<file path="src/hdl/text_console_cursor_engine_assert.svh">
// Assertion macros used by the console engine back end.
`ifndef TEXT_CONSOLE_CURSOR_ENGINE_ASSERT_SVH
`define TEXT_CONSOLE_CURSOR_ENGINE_ASSERT_SVH

// condition holds at every edge out of reset
`define TCCE_ASSERT_ALWAYS(lbl, clk, rst_n, cond, msg) \
	lbl: assert property (@(posedge clk) disable iff (!rst_n) (cond)) else $error(msg);

// same-cycle implication
`define TCCE_ASSERT_IMPL(lbl, clk, rst_n, ante, cons, msg) \
	lbl: assert property (@(posedge clk) disable iff (!rst_n) (ante) |-> (cons)) \
		else $error(msg);

// next-cycle implication
`define TCCE_ASSERT_NEXT(lbl, clk, rst_n, ante, cons, msg) \
	lbl: assert property (@(posedge clk) disable iff (!rst_n) (ante) |=> (cons)) \
		else $error(msg);

`endif

</file>
<file path="src/hdl/tcce_pkg.sv">
// Types and constants of the text console cursor engine.
package tcce_pkg;

	localparam int DEF_COLS = 80;
	localparam int DEF_ROWS = 25;
	localparam int Q_DEPTH  = 2;

	localparam logic [7:0] ATTR_RESET   = 8'h0F;
	localparam logic [7:0] BLANK_CHAR   = 8'h20;
	localparam logic [7:0] CH_NEWLINE   = 8'd10;
	localparam logic [7:0] CH_RETURN    = 8'd13;
	localparam logic [7:0] CH_BACKSPACE = 8'd8;

	typedef enum logic [1:0] {
		MODE_PUT   = 2'd0,
		MODE_CLEAR = 2'd1,
		MODE_MOVE  = 2'd2,
		MODE_READ  = 2'd3
	} mode_t;

	typedef enum logic [2:0] {
		CMD_PRINT,
		CMD_NEWLINE,
		CMD_RETURN,
		CMD_BACKSPACE,
		CMD_CLEAR,
		CMD_MOVE,
		CMD_READ,
		CMD_READ_OOR
	} cmd_kind_t;

	typedef enum logic [2:0] {
		BK_IDLE,
		BK_ADDR,
		BK_FILL,
		BK_ACCESS,
		BK_UPDATE,
		BK_REPORT
	} back_state_t;

	typedef struct packed {
		mode_t              mode;
		logic [7:0]         char_code;
		logic signed [7:0]  delta;
		logic [4:0]         read_row;
		logic [6:0]         read_col;
	} cmd_in_t;

	typedef struct packed {
		logic [6:0]  cursor_col;
		logic [4:0]  cursor_row;
		logic [10:0] cursor_pos;
		logic [15:0] cell_word;
		logic        scrolled;
	} result_t;

	typedef struct packed {
		cmd_kind_t          kind;
		logic [7:0]         char_code;
		logic signed [7:0]  delta;
		logic [4:0]         read_row;
		logic [6:0]         read_col;
	} cmd_t;

endpackage

</file>
<file path="src/hdl/tcce_front.sv">
// Front end: takes command words and classifies them for the queue.
module tcce_front #(
	parameter int COLS = tcce_pkg::DEF_COLS,
	parameter int ROWS = tcce_pkg::DEF_ROWS
) (
	input  logic             clk,
	input  logic             arst_n,
	input  logic             start,
	input  tcce_pkg::cmd_in_t cmd,
	output logic             busy,
	input  logic             full,
	output logic             push,
	output tcce_pkg::cmd_t   push_data
);
	import tcce_pkg::*;

	logic      valid_s1;
	cmd_t      cmd_s1;
	cmd_t      cls;
	logic      accept;
	logic      out_of_range;

	assign push      = valid_s1 && !full;
	assign busy      = valid_s1 && full;
	assign accept    = start && !busy;
	assign push_data = cmd_s1;

	assign out_of_range = (9'(cmd.read_row) >= 9'(ROWS)) || (9'(cmd.read_col) >= 9'(COLS));

	always_comb begin
		cls.char_code = cmd.char_code;
		cls.delta     = cmd.delta;
		cls.read_row  = cmd.read_row;
		cls.read_col  = cmd.read_col;
		case (cmd.mode)
			MODE_PUT: begin
				if (cmd.char_code == CH_NEWLINE)
					cls.kind = CMD_NEWLINE;
				else if (cmd.char_code == CH_RETURN)
					cls.kind = CMD_RETURN;
				else if (cmd.char_code == CH_BACKSPACE)
					cls.kind = CMD_BACKSPACE;
				else
					cls.kind = CMD_PRINT;
			end
			MODE_CLEAR: cls.kind = CMD_CLEAR;
			MODE_MOVE:  cls.kind = CMD_MOVE;
			MODE_READ:  cls.kind = out_of_range ? CMD_READ_OOR : CMD_READ;
			default:    cls.kind = CMD_READ_OOR;
		endcase
	end

	always_ff @(posedge clk or negedge arst_n) begin
		if (!arst_n) begin
			valid_s1 <= 1'b0;
		end else if (accept) begin
			valid_s1 <= 1'b1;
		end else if (push) begin
			valid_s1 <= 1'b0;
		end
	end

	always_ff @(posedge clk) begin
		if (accept) begin
			cmd_s1 <= cls;
		end
	end

endmodule

</file>
<file path="config.mk">
export PLATFORM = sky130hd
export DESIGN_NAME = tcce_front
export DESIGN_NICKNAME = d
export VERILOG_FILES = /design/src/hdl/text_console_cursor_engine_assert.svh /design/src/hdl/tcce_pkg.sv /design/src/hdl/tcce_front.sv
export SDC_FILE = /design/constraint.sdc
export NUM_CORES = 1
export LEC_CHECK = 0
export BUFFER_PORTS_ARGS = -buffer_cell sky130_fd_sc_hd__buf_2
export CAP_MARGIN = 20
export CORE_MARGIN = 4
export CORE_UTILIZATION = 41
export DETAILED_ROUTE_END_ITERATION = 10
export PLACE_DENSITY = 0.84
export RECOVER_POWER = 100
export SETUP_SLACK_MARGIN = 0.5
export SKIP_LAST_GASP = 1
export SLEW_MARGIN = 20
export SYNTH_ARGS = -nofsm -noshare
export SYNTH_HDL_FRONTEND = slang
export SYNTH_SLANG_ARGS = --single-unit
</file>
<file path="constraint.sdc">
create_clock -name clk -period 3.2 [get_ports clk]
set_clock_uncertainty 0.05 [all_clocks]
set_input_delay 0.32 -clock clk [delete_from_list [all_inputs] [get_ports clk]]
set_output_delay 0.32 -clock clk [all_outputs]
set_load 0.1 [all_outputs]
</file>
==> results of run 1 <==
[where the power goes]
part / internal [mW] / leakage, nW / switching, mW / total [mW]
Combinational: 0.0272 / 0.180 / 0.198 / 0.225
Clock: 0.129 / 0.0386 / 0.120 / 0.250
Sequential: 0.488 / 0.306 / 0.00610 / 0.494
Total: 0.644 / 0.524 / 0.325 / 0.969
[cells in the mapped netlist]
master and count:
nor3_1 1, nand2_1 2, or2_2 1, nand4_1 1, or2_4 1, nor2b_1 3
and2_1 1, o211ai_1 1, a31oi_1 2, dfrtp_1 1, or3_1 1, nor2_1 1
xor2_1 1, edfxtp_1 31, o41ai_2 1
[state kept, by name (all words and copies together) (netlist names)]
register,flops
valid_s1,1
push_data,31
[worst paths after layout]
| check | from | endpoint | slack [ps] | depth (start not counted) |
|---|---|---|---|---|
| worst max-delay path | valid_s1 | push_data[28] | 960 | 3 |
| max in group asynchronous | arst_n | valid_s1 | 2750 | 2 |
| worst min-delay path | cmd[18] | push_data[18] | 120 | 1 |
| min in group asynchronous | arst_n | valid_s1 | 270 | 2 |
| worst min register to register | valid_s1 | valid_s1 | 650 | 2 |
| worst max register to register | valid_s1 | push_data[28] | 960 | 3 |
[placed cells by master, fill, tap and decap left out]
cell type,netlist,routed
a31oi_1,2,2
and2_0,0,1
buf_2,0,23
clkbuf_1,0,45
clkbuf_4,0,5
clkbuf_8,0,2
dfrtp_1,1,1
dlygate4sd3_1,0,1
edfxtp_1,31,31
nand2_1,2,2
nand4_1,1,1
nor2_1,1,1
nor2b_1,3,2
nor2b_2,0,1
nor3_1,1,1
o211ai_1,1,1
o41ai_1,0,1
or2_2,1,1
or2_4,1,1
or3_1,1,1
xor2_1,1,1
[metrics by stage]
step | worst slack (ps) | cells
6_report | 964.3 | 155
5_1_grt | 757.5 | 155
4_1_cts | 1540 | 155
3_5_place_dp | 1737 | 146
3_3_place_gp | 1776 | 146
2_1_floorplan | 916.6 | 49
[routing by layer]
metal  vias to the layer above  track usage, %  routed length (µm)
met3                         6           8.061                 316
met2                        49           20.98                1123
met1                       336           14.78                 902
met4                         0           11.00                  74
met5                         -               0                   0
li1                        343               -                   -
[logic make-up after synthesis]
family | count (synthesis)
AOI/OAI and AO/OA | 4
and+or+nand+nor | 12
xor gates and xnor gates | 1
DFF | 32
[timing repair]
action / in CTS / in global routing
endpoints found under the hold margin: 1 / 0
hold buffers: 1 / 0
buffers inserted: 0 / 0
[cell type report]
type,instances,area share [%]
clock buffers,8,4.709
repair buffers,68,19.86
flip-flops and latches,32,65.41
multi-input cells,17,7.449
well taps,30,2.568
==> metrics.csv, run 1 <==
stage;metric;value;unit
die;Core Footprint;2477;µm²
yosys;Mapped Avg Cell Area;21.83;µm²
yosys;Yosys top cell area share;87.02;%
setup_path;CP startpoint kind;flip-flop;
setup_path;Worst Setup End Kind;flip-flop;
global_routing;initial antenna violation count;0;
timing;Final Hold Fails;0;
yosys;main combinational cell family by area after synthesis;simple AND/OR/NAND/NOR gates;
yosys;Synth Area in Compound Gates;3.392;%
timing;slew at the pin with the worst max-slew slack;1548;ps
cells_and_area;multi-input logic area;108.9;µm²
yosys;xor/xnor share of the synthesized area;0.8187;%
routing;mean routed wirelength per cell;15.59;µm
cells_and_area;post-layout util;58.99;%
cells_and_area;fin nets;158;
worst_hold_path;Hold Path Class;in2reg;
cells_and_area;design area;1461;µm²
power_and_ir_drop;peak supply drop;403.5;µV
setup_path;cell family with most CP delay;buffers and inverters;
yosys;Seq/Total Area, Yosys;89.36;%
global_routing;Total GRT Usage;14.20;%
clock_network;Clock Sinks;32;
placed_design;RD Place Congestion;0.6282;
clock_network;CTS Buffer Depth;2;
yosys;largest area contributor in the netlist;edfxtp_1;
routing;first drt pass iteration count;2;
power_and_ir_drop;P_leak;0.5242;nW
timing;Slew Limit Fails;32;
cells_and_area;share of post-route cells with drive strength above 1;26.40;%
die;die height;59.08;µm
placed_design;Port Buffers;66;
clock_network;Max H-tree Level;2;
yosys;Yosys reg bits;32;
setup_path;Critical Path Max Stage Delay;1120;ps
power_and_ir_drop;PD cells;663.1;nW/µm²
global_routing;number of global-route vias before repair;732;
setup_path;Arrival @ worst endpoint;2110;ps
run;Max Cap Viol;1;
cells_and_area;n_diodes;0;
die;I/O Pins;67;
clock_network;CTS tree;done;
timing;TNS Setup;0;ps
yosys;post-synthesis mux area share;0;%
timing;Final min period;2236;ps
clock_network;post-cts resize count;0;
cells_and_area;# fillers;219;
die;die area;3490;µm²
yosys;Synth warnings;0;
timing;RSZ-0062 raised after global routing;no;
routing;Routed Antenna Nets;0;
setup_path;WP buf/inv;1;
yosys;Post-Synth Simple-Gate Area;6.433;%
yosys;syn nets;83;
yosys;adder-cell share of the synthesized area;0;%
clock_network;clk slew on worst S/H paths;90;ps
global_routing;first-pass GRT wire length;3.339;mm
yosys;Netlist cell types;15;
die;initial core utilization;43.18;%
routing;drt drc;0;
routing;Total Wirelength;2.417;mm
cells_and_area;Synth-to-Final Area Change;36.61;%
yosys;cells after synthesis;49;
power_and_ir_drop;PnR Total Power;0.9690;mW
die;Rows;18;
yosys;top cells by area, synth;edfxtp_1, dfrtp_1, nor2b_1, o41ai_2, a31oi_1;
clock_network;Inserted Clock Buffers;5;
setup_path;Crit-path slowest cell;clkbuf_1;
timing;Hold WS;123.1;ps
global_routing;largest net degree at the start of global routing;32;
timing;final setup fails;0;
timing;Final Cycle Share;69.87;%
yosys;Cell Area, Synth;1070;µm²
global_routing;GRT overflow;0;
clock_network;clock latency on the worst-skew pair;310;ps
cells_and_area;register area;955.9;µm²
setup_path;Crit Path Max Fanout;31;
timing;Max Freq;447.3;MHz
status;violated checks;max-capacitance violations, max-slew violations;
placed_design;DP Area;1448;µm²
die;die width;59.08;µm
routing;via count;734;
timing;Rel. slew slack;-3.206;%
routing;DR vias/cell;4.735;
setup_path;Worst EP required;3070;ps
setup_path;critical-path cell list;and2_0 -> nor2b_2 -> clkbuf_1;
setup_path;Crit Path Category;reg2reg;
status;status;finished, violations left;
clock_network;Root Buffer;clkbuf_4;
routing;First DRT Iteration DRCs;8;
No activity file was read; power rests on OpenSTA's default activity.
==> run 2, diff against run 1 <==
==> constraint.sdc (replaced) <==
create_clock -name clk -period 2.3 [get_ports clk]
set_clock_uncertainty 0.05 [all_clocks]
set_input_delay 0.23 -clock clk [delete_from_list [all_inputs] [get_ports clk]]
set_output_delay 0.23 -clock clk [all_outputs]
set_load 0.1 [all_outputs]
==> run 2 against run 1 <==
  * The run now ends clean
  * First-iteration DRC count is 13% higher
  * Clock power rose by 15%
  * Hold slack worse by 94 ps
  * Sequential share of layout area is 0.45 points higher
  * Total power up 33%
  * Wire length up 3.2%
  * Via count rose by 0.54%
  * Largest cell class unchanged
  * Highest routed layer unchanged
==> metrics.csv, run 2 (same netlist as run 1, synthesis figures left out) <==
stage;metric;value;unit
routing;DR vias/cell;4.761;
setup_path;Arrival @ worst endpoint;1550;ps
setup_path;cell family with most CP delay;buffers and inverters;
clock_network;Post-CTS Setup Repair Bufs;0;
power_and_ir_drop;P_leak;0.5250;nW
global_routing;met1 Use GR;13.62;%
placed_design;RD Place Congestion;0.7112;
timing;TNS Setup;0;ps
setup_path;WP buf/inv;1;
clock_network;Max H-tree Level;2;
timing;final setup fails;0;
die;die width;59.08;µm
power_and_ir_drop;Comb power frac;24.5;%
global_routing;number of global-route vias before repair;763;
clock_network;CTS tree;done;
routing;Routed Antenna Nets;0;
setup_path;crit path from;push_data[17];
die;Core Footprint;2477;µm²
setup_path;number of cells on the critical path;1;
die;die height;59.08;µm
setup_path;Worst R2R Path Depth;3;
die;I/O Pins;67;
setup_path;critical-path cell list;clkbuf_1;
die;Rows;18;
cells_and_area;commonest non-fill, non-tap cell in the layout;clkbuf_1;
setup_path;Crit Path Max Fanout;1;
timing;Slew Limit Fails;0;
routing;First DRT Iteration DRCs;9;
timing;slew at the pin with the worst max-slew slack;1202;ps
global_routing;Total GRT Usage;14.25;%
power_and_ir_drop;peak supply drop;625.3;µV
cells_and_area;n_diodes;0;
global_routing;met3 Resource Use GR;8.279;%
cells_and_area;fin nets;158;
clock_network;Inserted Clock Buffers;5;
setup_path;Crit-path slowest cell;clkbuf_1;
timing;Final Hold Fails;0;
global_routing;first-pass GRT wire length;3.422;mm
setup_path;Crit Path Category;reg2out;
cells_and_area;number of flip-flops in the largest register;31;
global_routing;GRT overflow;0;
power_and_ir_drop;PD cells;889.9;nW/µm²
routing;mean routed wirelength per cell;16.09;µm
setup_path;Critical Path Max Stage Delay;870;ps
timing;Max Freq;546.6;MHz
setup_path;CP startpoint kind;flip-flop;
global_routing;busiest layer in global routing;met2;
timing;Rel. slew slack;20.18;%
power_and_ir_drop;Sw Pwr;0.4564;mW
clock_network;CTS Buffer Depth;2;
timing;RSZ-0062 raised after global routing;no;
die;initial core utilization;43.18;%
power_and_ir_drop;PnR Total Power;1.292;mW
cells_and_area;most frequent cells in the layout;clkbuf_1, edfxtp_1, buf_2;
clock_network;clk slew on worst S/H paths;90;ps
global_routing;met2 GRT Util;25.24;%
clock_network;post-cts resize count;0;
clock_network;clock latency on the worst-skew pair;320;ps
power_and_ir_drop;switching share of power;35.34;%
routing;first drt pass iteration count;4;
routing;Total Wirelength;2.494;mm
worst_hold_path;Hold Path Class;in2reg;
global_routing;largest net degree at the start of global routing;32;
setup_path;flop-to-flop setup slack;560;ps
run;Max Cap Viol;0;
global_routing;initial antenna violation count;0;
setup_path;RR Startpoint;valid_s1;
cells_and_area;Synth-to-Final Area Change;35.67;%
clock_network;Hold-fix buffers, CTS;1;
setup_path;Worst Setup End Kind;output port;
status;status;finished, final reports clean;
timing;Final Cycle Share;79.54;%
power_and_ir_drop;clock share of power;22.3;%
setup_path;Worst EP required;2020;ps
power_and_ir_drop;Flop pwr share;53.2;%
cells_and_area;share of post-route cells with drive strength above 1;27.20;%
clock_network;Clock Sinks;32;
setup_path;worst setup path end;push_data[17];
timing;Final min period;1829;ps
routing;drt drc;0;
setup_path;worst r2r dst;push_data[23];
routing;via count;738;
power_and_ir_drop;internal power;0.8351;mW
placed_design;Port Buffers;66;
die;die area;3490;µm²
clock_network;Root Buffer;clkbuf_4;
## run 2: cell count changes in the layout (fill, tap and decap cells not counted), sizes merged
cell,change
clkbuf,-1
clkinv,+1
## run 2: routing by layer
layer,share of wire [%],vias up,wire length (µm)
met5,0,-,0
met4,1.2,0,31
met3,14,5,361
met2,49,48,1229
met1,35,341,871
li1,-,344,-
## run 2: power groups by stage
stage | Combinational (mW) | Clock [mW] | Sequential (mW)
after floorplan | 0.0430 | 0 | 0.914
after global placement | 0.325 | 0 | 0.696
after detailed placement | 0.330 | 0 | 0.699
after CTS | 0.332 | 0.300 | 0.685
after global routing | 0.326 | 0.322 | 0.689
final | 0.317 | 0.288 | 0.687
## run 2: final cells by class
class	count	area (µm²)
timing repair buffer	68	292.8
fill	237	1026
clock inverter	1	3.754
clock buffer	7	45.04
sequential	32	955.9
multi-input combinational	17	116.4
tap	30	37.54
## run 2: per-stage QoR
| step | hold slack, ps | instance area [µm²] | cells | utilization [%] | setup slack (ps) |
|---|---|---|---|---|---|
| final | 29.37 | 1451 | 155 | 58.59 | 470.6 |
| after global routing | 5.205 | 1451 | 155 | 58.59 | 423.0 |
| after CTS | 15.53 | 1515 | 155 | 61.16 | 726.1 |
| after detailed placement | -37.20 | 1456 | 146 | 58.79 | 871.1 |
| after global placement | -44.78 | 1456 | 146 | 58.79 | 924.6 |
| after floorplan | -115.6 | 1081 | 49 | - | 571.5 |
## run 2: worst min path at each step
stage,cells after the start,to,startpoint
floorplan,0,valid_s1,arst_n
global placement,1,valid_s1,arst_n
detailed placement,1,valid_s1,arst_n
CTS,1,push_data[1],cmd[1]
global route,1,push_data[13],cmd[13]
finish,1,push_data[1],cmd[1]
