[config.mk]
export PLATFORM = sky130hd
export DESIGN_NAME = tcce_queue
export DESIGN_NICKNAME = d
export VERILOG_FILES = /design/src/hdl/text_console_cursor_engine_assert.svh /design/src/hdl/tcce_pkg.sv /design/src/hdl/tcce_queue.sv
export SDC_FILE = /design/constraint.sdc
export NUM_CORES = 1
export LEC_CHECK = 0
export BUFFER_PORTS_ARGS = -buffer_cell sky130_fd_sc_hd__buf_2
export CORE_MARGIN = 3
export CORE_UTILIZATION = 58
export CTS_BUF_LIST = sky130_fd_sc_hd__clkbuf_2 sky130_fd_sc_hd__clkbuf_4 sky130_fd_sc_hd__clkbuf_8
export DETAILED_ROUTE_END_ITERATION = 7
export GPL_ROUTABILITY_DRIVEN = 0
export MAX_ROUTING_LAYER = met4
export PLACE_DENSITY_LB_ADDON = 0.08
export SETUP_SLACK_MARGIN = 0.5
export SYNTH_ARGS = -nofsm -noshare
export SYNTH_HDL_FRONTEND = slang
export SYNTH_SLANG_ARGS = --single-unit
[constraint.sdc]
create_clock -name clk -period 4.3 [get_ports clk]
set_input_delay 0.645 -clock clk [delete_from_list [all_inputs] [get_ports clk]]
set_output_delay 0.645 -clock clk [all_outputs]
set_load 0.01 [all_outputs]
[src/hdl/text_console_cursor_engine_assert.svh]
// Assertion macros used by the console engine back end.
`ifndef TEXT_CONSOLE_CURSOR_ENGINE_ASSERT_SVH
`define TEXT_CONSOLE_CURSOR_ENGINE_ASSERT_SVH

// condition holds at every edge out of reset
`define TCCE_ASSERT_ALWAYS(lbl, clk, rst_n, cond, msg) \
	lbl: assert property (@(posedge clk) disable iff (!rst_n) (cond)) else $error(msg);

// same-cycle implication
`define TCCE_ASSERT_IMPL(lbl, clk, rst_n, ante, cons, msg) \
	lbl: assert property (@(posedge clk) disable iff (!rst_n) (ante) |-> (cons)) \
		else $error(msg);

// next-cycle implication
`define TCCE_ASSERT_NEXT(lbl, clk, rst_n, ante, cons, msg) \
	lbl: assert property (@(posedge clk) disable iff (!rst_n) (ante) |=> (cons)) \
		else $error(msg);

`endif

[src/hdl/tcce_pkg.sv]
// Types and constants of the text console cursor engine.
package tcce_pkg;

	localparam int DEF_COLS = 80;
	localparam int DEF_ROWS = 25;
	localparam int Q_DEPTH  = 2;

	localparam logic [7:0] ATTR_RESET   = 8'h0F;
	localparam logic [7:0] BLANK_CHAR   = 8'h20;
	localparam logic [7:0] CH_NEWLINE   = 8'd10;
	localparam logic [7:0] CH_RETURN    = 8'd13;
	localparam logic [7:0] CH_BACKSPACE = 8'd8;

	typedef enum logic [1:0] {
		MODE_PUT   = 2'd0,
		MODE_CLEAR = 2'd1,
		MODE_MOVE  = 2'd2,
		MODE_READ  = 2'd3
	} mode_t;

	typedef enum logic [2:0] {
		CMD_PRINT,
		CMD_NEWLINE,
		CMD_RETURN,
		CMD_BACKSPACE,
		CMD_CLEAR,
		CMD_MOVE,
		CMD_READ,
		CMD_READ_OOR
	} cmd_kind_t;

	typedef enum logic [2:0] {
		BK_IDLE,
		BK_ADDR,
		BK_FILL,
		BK_ACCESS,
		BK_UPDATE,
		BK_REPORT
	} back_state_t;

	typedef struct packed {
		mode_t              mode;
		logic [7:0]         char_code;
		logic signed [7:0]  delta;
		logic [4:0]         read_row;
		logic [6:0]         read_col;
	} cmd_in_t;

	typedef struct packed {
		logic [6:0]  cursor_col;
		logic [4:0]  cursor_row;
		logic [10:0] cursor_pos;
		logic [15:0] cell_word;
		logic        scrolled;
	} result_t;

	typedef struct packed {
		cmd_kind_t          kind;
		logic [7:0]         char_code;
		logic signed [7:0]  delta;
		logic [4:0]         read_row;
		logic [6:0]         read_col;
	} cmd_t;

endpackage

[src/hdl/tcce_queue.sv]
// Short command queue between front end and back end.
module tcce_queue (
	input  logic           clk,
	input  logic           arst_n,
	input  logic           push,
	input  tcce_pkg::cmd_t push_data,
	output logic           full,
	input  logic           pop,
	output tcce_pkg::cmd_t head,
	output logic           empty
);
	import tcce_pkg::*;

	localparam int QAW = (Q_DEPTH > 1) ? $clog2(Q_DEPTH) : 1;
	localparam int QCW = $clog2(Q_DEPTH + 1);

	cmd_t           slots [Q_DEPTH];
	logic [QAW-1:0] wr_q;
	logic [QAW-1:0] rd_q;
	logic [QCW-1:0] cnt_q;

	assign full  = cnt_q == QCW'(Q_DEPTH);
	assign empty = cnt_q == '0;
	assign head  = slots[rd_q];

	always_ff @(posedge clk or negedge arst_n) begin
		if (!arst_n) begin
			wr_q  <= '0;
			rd_q  <= '0;
			cnt_q <= '0;
		end else begin
			if (push) begin
				wr_q <= (wr_q == QAW'(Q_DEPTH - 1)) ? '0 : wr_q + 1'b1;
			end
			if (pop) begin
				rd_q <= (rd_q == QAW'(Q_DEPTH - 1)) ? '0 : rd_q + 1'b1;
			end
			if (push && !pop) begin
				cnt_q <= cnt_q + 1'b1;
			end else if (pop && !push) begin
				cnt_q <= cnt_q - 1'b1;
			end
		end
	end

	always_ff @(posedge clk) begin
		if (push) begin
			slots[wr_q] <= push_data;
		end
	end

endmodule

==> results of run 1 <==
## cells by family (layout without fill, tap and decap cells)
| group | Yosys count | in the layout | synth area share, % |
|---|---|---|---|
| XOR/XNOR | 5 | 5 | 1.70 |
| adder cells (fa/ha/maj) | 1 | 1 | 0.485 |
| AND/OR/NAND/NOR | 5 | 5 | 1.02 |
| flip-flops | 66 | 66 | 76.1 |
| buffers and inverters | 5 | 84 | 2.91 |
| multiplexers | 31 | 31 | 17.8 |
## state kept, by name, indices dropped and copies added (netlist names)
name and flops:
slots 62, cnt_q 2, rd_q 1, wr_q 1
## Yosys cell counts
cell type / instances
xor2_1: 4
buf_12: 3
dfrtp_1: 4
mux2_2: 2
inv_1: 1
mux2_4: 29
ha_1: 1
buf_6: 1
nor2_1: 2
xnor2_1: 1
and2_1: 1
nor2b_1: 2
edfxtp_1: 62
## area by class of cell
cell class	instances	area, um2	area share, %
clock buffers	9	124	4.04
repair buffers	68	343	11.2
well taps	50	62.6	2.04
clock inverters	6	25.0	0.815
inverters	1	3.75	0.122
flip-flops and latches	66	1960	64.0
multi-input cells	42	548	17.9
## routing by layer
| metal | wire, um | vias to the layer above | GRT usage [%] |
|---|---|---|---|
| met5 | 0 | - | - |
| met4 | 48 | 0 | 8.61 |
| met3 | 235 | 6 | 3.86 |
| met2 | 2150 | 44 | 28.7 |
| met1 | 1470 | 597 | 17.9 |
| li1 | - | 588 | - |
## metrics by stage
stage	area [um2]	setup WS [ns]	util, %	total power, mW	instances
detailed placement	2920	2.10	70.5	1.57	227
floorplan	2580	1.83	-	1.42	113
global placement	2920	2.12	70.5	1.54	227
finish	3070	1.80	74.1	1.94	242
global route	3070	1.69	74.1	2.03	242
CTS	3070	1.75	74.1	1.96	242
## worst max-delay path by stage
stage                     from           to  slack (ns)  depth (start not counted)
final                     rd_q     head[10]        1.80                          2
after global routing      rd_q     head[10]        1.69                          2
after CTS                 rd_q     head[10]        1.75                          2
after detailed placement  rd_q     head[10]        2.10                          2
after global placement    rd_q     head[11]        2.12                          2
after floorplan           push  slots[0][0]        1.83                          1
## power groups by stage
stage / sequential, mW / combinational [mW] / clock [mW]
after floorplan: 0.905 / 0.513 / 0
after global placement: 0.985 / 0.556 / 0
after CTS: 0.985 / 0.569 / 0.407
after global routing: 1.00 / 0.599 / 0.431
final: 0.981 / 0.559 / 0.396
after detailed placement: 0.999 / 0.567 / 0
## worst max-delay path, cell delays in order (launching register included)
cell and delay [ns]:
dfrtp_2 0.99, mux2_2 0.41, buf_2 0.14
==> summary.txt, run 1 <==
Timing
  – Worst Skew: around 0.0066 ns
  – Unrepaired setup endpoints after global routing: no
  – Setup TNS: 0 ns
  – Final setup viols: 0
  – Fmax: between 300 and 400 MHz
  – Min Tclk post-route: between 2 and 3 ns
  – Slew headroom: 35.9%
  – Final Cycle Share: around 58%
  – Worst slew pin tran: 0.962 ns
  – Slew Viols, Final: 0
  – Hold Slack: about 0.12 ns
  – Final Hold Vio Count: 0

Die
  – Ports: 68
  – Die width: 72.7 um
  – Die area: 5280 um2
  – Row cnt: 23
  – Starting Density: roughly 62%
  – Core area: between 4000 and 5000 um2
  – Die Ht: ~73 um

Critical path
  – Worst R2R Start: wr_q
  – Crit. End Element: output pin
  – Flop-to-flop setup slack: 2.80 ns
  – Critical path arrival: between 1.5 and 2 ns
  – Crit path max fanout: 32
  – R2r worst-path depth: 1
  – CP startpoint kind: register
  – CP required: ~3.7 ns
  – Critical path type: reg -> out
  – Worst R2R End: slots[0][7]

Layout
  – Most frequent cells in the layout: buf_2 (67), edfxtp_1 (62), mux2_4 (29)
  – Ratio of cells with drive above 1 in the final layout: 58.3%
  – Area grow syn2layout: 19.1%
  – Fillers: ~280
  – Ant. Diodes: 0
  – Nets: between 200 and 250
  – Commonest non-fill, non-tap cell in the layout: buf_2

Power and ir drop
  – Clock share of power: 20.4%
  – PwrDens: between 600 and 700 nW/um2
  – Comb power frac: approximately 29%
  – Leak Pwr: around 1.3 nW
  – Switching Fraction: between 20% and 30%
  – Switching pwr: 0.551 mW
  – Peak VDD IR: a little over 0.0005 V
  – Flop pwr share: around half
  – Int Power: around 1.4 mW

Synthesis
  – YS warnings: 0
  – Yosys reg bits: 66
  – Sequential cell area fraction in the yosys report: about three quarters
  – Net Count, Synth: 149
  – Count of cell types in the netlist: 13
  – Cell taking the most area after synthesis: edfxtp_1
  – Synth Instances: approximately 110
  – Syn_area_per_cell: roughly 23 um2
  – Cell Area, Synth: about 2600 um2
  – Yosys top cell area share: between 70 and 80%
  – Top area cells in the synthesized netlist: edfxtp_1 (72%), mux2_4 (17%), dfrtp_1 (3.9%)

CTS
  – Total CTS buffers: 9
  – Clock Pin Slew Worst Setup and Hold Paths: 0.06 ns
  – Hold_buf cts: 0
  – Max Buffers Root-to-Sink: 2
  – CTS resizes: 0
  – Clock sinks: 66
  – Htree depth: 3
  – CTS tree: yes
  – Clk Latency, worst-skew pair: about 0.32 ns
  – CTS root buf: clkbuf_8
  – Post-CTS Repair Setup Buffers: 0

GRT
  – Total Routing Usage GR: between 10% and 20%
  – Vias in the first global route: between 1,000 and 1,500
  – Initial antenna violation count: 0
  – First-pass GRT wire length: a little over 6 mm
  – Largest net degree at the start of global routing: 33
  – Overflow after GRT: 0

Detailed routing
  – Remaining antenna violation count: 0
  – DRC Markers: 0
  – Vias per inst: approximately 5
  – Initial DRC count: 47
  – Drt first pass iters: 4
  – Drt wl/cell: approximately 16 um
  – Via count: 1,235
  – Post-Route WL: around 3.9 mm

Job
  – Max-Cap Viols: 0

Placed design
  – Post-DP HPWL: roughly 2.7 mm
  – Port-buffer cells: 67

Run status
  – Status: finished, final reports clean

Worst hold path
  – Hold crit path type: in -> async
Power figures use the tool's default switching activity.
==> inputs of run 2 (changes only) <==
- CORE_UTILIZATION: 58 -> 54
- clock period: 4.3 -> 2.4 ns (I/O delays scaled with it)
==> run 2 against run 1 <==
Global-route usage fell by 0.73 points. Clock skew rose by 0.00098 ns. Utilization fell by 2.6 points. Sequential cell count did not move. Via count rose by 0.89%. Clock-buffer cell count rose by 1. Combinational power rose by 110%. Total power rose by 96%. First-iteration DRC count rose by 6.4%. Highest routed layer unchanged.
==> summary.txt, run 2 (synthesis gave the netlist of run 1 again) <==
Critical path
  – Critical path arrival: 1.47 ns (-0.39 ns)
  – CP startpoint kind: register
  – CP required: 2.04 ns (-1.61 ns)
  – Crit path max fanout: 7 (-78%)
  – Crit. End Element: output pin
  – Critical path type: reg -> out

Die
  – Row cnt: 24 (+4.3%)
  – Core area: 4470 um2 (+8.0%)
  – Die width: 75.1 um (+3.3%)
  – Ports: 68 (unchanged)
  – Die area: 5640 um2 (+6.8%)
  – Die Ht: 75.1 um (+3.3%)
  – Starting Density: 57.6% (-4.6 points)

Timing
  – Fmax: between 500 and 600 MHz
  – Worst slew pin tran: 0.463 ns (-0.500 ns)
  – Worst Skew: 0.00759 ns (+0.000983 ns)
  – Slew Viols, Final: 0 (unchanged)
  – Hold Slack: 0.213 ns (+0.0919 ns)
  – Setup TNS: 0 ns (unchanged)
  – Final Hold Vio Count: 0 (unchanged)
  – Unrepaired setup endpoints after global routing: no
  – Min Tclk post-route: 1.83 ns
  – Slew headroom: 69.1% (+33 points)
  – Final Cycle Share: approximately 76%
  – Final setup viols: 0 (unchanged)

Detailed routing
  – Drt first pass iters: 4 (unchanged)
  – Drt wl/cell: 15.8 um (-1.9%)
  – Via count: 1,246 (+0.89%)
  – DRC Markers: 0 (unchanged)
  – Vias per inst: 4.96 (-2.7%)
  – Remaining antenna violation count: 0 (unchanged)
  – Initial DRC count: 50 (+6.4%)
  – Post-Route WL: 3.97 mm (+1.7%)

Layout
  – Ant. Diodes: 0 (unchanged)
  – Commonest non-fill, non-tap cell in the layout: buf_2
  – Most frequent cells in the layout: buf_2 (67), edfxtp_1 (62), mux2_4 (29)
  – Area grow syn2layout: 24.1%
  – Post-Layout Cell Count: 251 (+3.7%)
  – Largest regs: slots x62, cnt_q x2
  – Number of flip-flops in the largest register: 62 (unchanged)
  – Ratio of cells with drive above 1 in the final layout: 60.8% (+2.5 points)
  – Nets: 230 (+2.7%)
  – Reg with most FFs: slots

GRT
  – Total Routing Usage GR: 15.9% (-0.73 points)
  – Initial antenna violation count: 0 (unchanged)
  – Vias in the first global route: 1,267 (-3.3%)
  – First-pass GRT wire length: 5.91 mm (-3.1%)
  – Overflow after GRT: 0 (unchanged)
  – Largest net degree at the start of global routing: 21 (-36%)

Placed design
  – Post-DP HPWL: 2.82 mm (+4.6%)
  – Port-buffer cells: 67 (unchanged)
  – Placed insts: 232 (+2.2%)

Run status
  – Status: finished, final reports clean

Power and ir drop
  – Peak VDD IR: 0.000738 V (+45%)
  – PwrDens: 1190 nW/um2 (+88%)
  – Leak Pwr: 1.33 nW (+4.9%)

CTS
  – Clock Pin Slew Worst Setup and Hold Paths: 0.07 ns (about the same)
  – Clk Latency, worst-skew pair: 0.33 ns (about the same)
  – CTS root buf: clkbuf_8
  – Max Buffers Root-to-Sink: 2 (unchanged)
  – Htree depth: 3 (unchanged)
  – Total CTS buffers: 9 (unchanged)
  – CTS tree: yes
  – Clock sinks: 66 (unchanged)

Job
  – Max-Cap Viols: 0 (unchanged)

Worst hold path
  – Hold crit path type: in -> reg
-- run 2: power by group --
group / switching, mW / internal, mW
logic: 0.551 / 0.644
clock network: 0.386 / 0.589
registers: 0.0869 / 1.54
total: 1.02 / 2.77
-- run 2: worst max-delay path, stage by stage, from the launching register on --
cell and delay [ns]:
dfrtp_4 0.50, buf_4 0.19, mux2_4 0.31, buf_2 0.14
-- run 2: worst paths after layout --
kind                               start  depth (start not counted)      endpoint  slack, ns
hold / removal             push_data[24]                          1  slots[1][24]       0.21
min in group asynchronous         arst_n                          2          rd_q       0.36
setup / recovery                    rd_q                          3       head[7]       0.57
hold reg to reg                 cnt_q[1]                          1      cnt_q[1]       0.50
max in group asynchronous         arst_n                          2          rd_q       1.91
setup reg to reg                    wr_q                          2  slots[0][10]       0.93
-- run 2: area by class of cell --
| type | instances | area, um2 |
|---|---|---|
| clock buffers | 10 | 131 |
| clock inverters | 6 | 81.3 |
| fillers | 303 | 1280 |
| inverters | 1 | 3.75 |
| multi-input cells | 42 | 548 |
| flip-flops and latches | 66 | 1970 |
| well taps | 52 | 65.1 |
| repair buffers | 74 | 403 |
-- run 2: metal layers --
layer	GRT usage (%)	vias to the layer above	part of all wire [%]
met5	-	-	0
met4	7.71	0	1.7
met3	7.88	7	7.9
met2	23.9	48	49
met1	17.8	591	41
li1	-	600	-
-- run 2: stage by stage --
stage          worst slack, ns  power, mW  util [%]  cell area (um2)
6_report                 0.565       3.80      71.5             3200
4_1_cts                  0.545       3.85      71.5             3200
3_5_place_dp             0.715       2.84      66.1             2960
3_3_place_gp             0.734       2.80      66.1             2960
2_1_floorplan            0.764       2.54         -             2580
5_1_grt                  0.512       3.99      71.5             3200
-- run 2: timing repair --
item                                    in CTS  in global routing
gates resized for setup                      1                  0
hold buffers                                 1                  0
hold endpoints to repair                     4                  0
buffers inserted                             2                  0
endpoints found under the setup margin      20                  0
==> inputs of run 3 (changes only) <==
- CORE_UTILIZATION: 54 -> 49
- clock period: 2.4 -> 1.65 ns (I/O delays scaled with it)
==> run 3 against run 2 <==
Cell area is 6.1% higher. Largest power group unchanged. Register-to-register slack lost 0.41 ns. Critical endpoint is now head[12]. Combinational power grew 85%. Non-clock buffer count rose by 4. Total power rose by 52%. Final cell count increased by 7.2%. Sequential share of layout area decreased by 3.6 points. Via count grew 2.9%. Sequential cell count unchanged. Global-route usage down 0.85 points.
==> summary.txt, run 3 (synthesis gave the netlist of run 1 again) <==
Die
  – Starting Density: 52.5% (-5.1 points)
  – Row cnt: 25 (+4.2%)
  – Ports: 68 (unchanged)
  – Die width: 78.5 um (+4.6%)
  – Die area: 6170 um2 (+9.4%)
  – Die Ht: 78.5 um (+4.6%)
  – Core area: 4910 um2 (+9.8%)

CTS
  – Clock sinks: 66 (unchanged)
  – Htree depth: 3 (unchanged)
  – CTS tree: yes
  – Clk Latency, worst-skew pair: 0.32 ns (about the same)
  – Clock Pin Slew Worst Setup and Hold Paths: 0.06 ns (about the same)
  – Max Buffers Root-to-Sink: 2 (unchanged)
  – Total CTS buffers: 9 (unchanged)
  – CTS root buf: clkbuf_8

Critical path
  – CP delay by family, top: flip-flops
  – Flop-to-flop setup slack: 0.52 ns (-0.41 ns)
  – Critical path type: reg -> out
  – Crit-path slowest cell: dfrtp_2
  – CP startpoint kind: register
  – Worst R2R Start: cnt_q[0]
  – Critical path cell sequence: buf_12, mux2_4, buf_6
  – R2r worst-path depth: 5 (+3)
  – Critical path arrival: 1.38 ns (-0.09 ns)
  – CP Buf/Inv Count: 2 (unchanged)
  – Crit path max fanout: 22 (+15)
  – Crit. End Element: output pin
  – Worst R2R End: cnt_q[1]
  – CP required: 1.40 ns (-0.64 ns)
  – Slowest cell delay on critical path: 0.39 ns (-0.11 ns)

Job
  – Max-Cap Viols: 0 (unchanged)

Timing
  – Min Tclk post-route: between 1.5 and 2 ns
  – Fmax: between 600 and 700 MHz
  – Setup TNS: 0 ns (unchanged)
  – Slew Viols, Final: 0 (unchanged)
  – Unrepaired setup endpoints after global routing: yes
  – Final setup viols: 0 (unchanged)
  – Worst slew pin tran: 0.174 ns (-0.289 ns)
  – Worst Skew: 0.00539 ns (-0.00220 ns)
  – Worst Setup Slack, final: 0.0224 ns (-0.543 ns)
  – Final Cycle Share: just under 100%
  – Slew headroom: 88.4% (+19 points)
  – Final Hold Vio Count: 0 (unchanged)

Layout
  – Ant. Diodes: 0 (unchanged)
  – Most frequent cells in the layout: edfxtp_1 (62), buf_2 (45), mux2_4 (31)
  – Nets: 234 (+1.7%)
  – Reg with most FFs: slots
  – Fillers: 351 (+16%)
  – Largest regs: slots x62, cnt_q x2
  – Ratio of cells with drive above 1 in the final layout: 60.9% (+0.087 points)
  – Area grow syn2layout: 31.7%
  – Commonest non-fill, non-tap cell in the layout: edfxtp_1
  – Number of flip-flops in the largest register: 62 (unchanged)

Worst hold path
  – Min-delay src: push_data[27]
  – Hold path endpoint: slots[1][27]
  – Depth of the worst hold-timing path: 1 (unchanged)
  – Hold crit path type: in -> reg

Detailed routing
  – Vias per inst: 4.77 (-4.0%)
  – DRC Markers: 0 (unchanged)
  – Remaining antenna violation count: 0 (unchanged)
  – Via count: 1,282 (+2.9%)
  – Initial DRC count: 75 (+50%)
  – Drt first pass iters: 4 (unchanged)
  – Post-Route WL: 4.11 mm (+3.6%)
  – Drt wl/cell: 15.3 um (-3.3%)

GRT
  – Largest net degree at the start of global routing: 23 (+9.5%)
  – First-pass GRT wire length: 6.67 mm (+13%)
  – Vias in the first global route: 1,349 (+6.5%)
  – Total Routing Usage GR: 15.1% (-0.85 points)
  – Initial antenna violation count: 0 (unchanged)
  – Overflow after GRT: 0 (unchanged)

Run status
  – Status: finished, final reports clean

Power and ir drop
  – PwrDens: 1700 nW/um2 (+44%)
  – Peak VDD IR: 0.000878 V (+19%)
  – Leak Pwr: 1.41 nW (+5.4%)

Placed design
  – Post-DP HPWL: 2.82 mm (about the same)
  – Port-buffer cells: 67 (unchanged)
  – Pre-CTS setup slack: 0.327 ns (-0.388 ns)
run 3: what timing repair did:
action	in CTS	in global routing
setup buffers	2	2
setup endpoints to repair	49	62
pin swaps	1	3
hold buffers	1	0
endpoints found under the hold margin	4	0
gates resized for setup	27	7
run 3: layout make-up:
cell class              count  area (um2)  share of cell area (%)
multi-input cells          42         557                    16.4
repair buffers             78         609                    18.0
flip-flops and latches     66        1960                    57.8
well taps                  67        83.8                    2.47
clock buffers              10         131                    3.87
inverters                   1        3.75                   0.111
clock inverters             5        46.3                    1.36
run 3: report_power, final:
part | total, mW | switching [mW] | internal [mW]
combinational | 2.22 | 0.903 | 1.31
clock | 1.21 | 0.525 | 0.688
sequential | 2.36 | 0.123 | 2.23
total | 5.79 | 1.55 | 4.24
run 3: per-stage QoR:
step           std cells  hold WS, ns  util [%]  power [mW]  instance area (um2)
2_1_floorplan        113      -0.0481         -        3.70                 2590
3_3_place_gp         249       0.0601      60.9        4.11                 2990
3_5_place_dp         249       0.0620      60.9        4.17                 2990
4_1_cts              267       0.0995      68.3        5.76                 3350
5_1_grt              269       0.0889      69.1        6.08                 3390
6_report             269        0.106      69.1        5.79                 3390
run 3: how the worst max path moves through the flow:
| stage | start | to | slack [ns] | depth (start not counted) |
|---|---|---|---|---|
| 2_1_floorplan | wr_q | slots[0][0] | 0.34 | 1 |
| 3_3_place_gp | rd_q | head[11] | 0.35 | 3 |
| 3_5_place_dp | rd_q | head[10] | 0.33 | 3 |
| 4_1_cts | rd_q | head[15] | 0.002 | 3 |
| 5_1_grt | rd_q | head[0] | -0.04 | 3 |
| 6_report | rd_q | head[12] | 0.02 | 3 |
run 3: metal layers:
layer	global-route usage, %	vias up	share of wire [%]
li1	-	604	-
met1	17.4	627	40
met2	24.1	43	53
met3	5.96	8	5.2
met4	5.24	0	1.8
met5	-	-	0
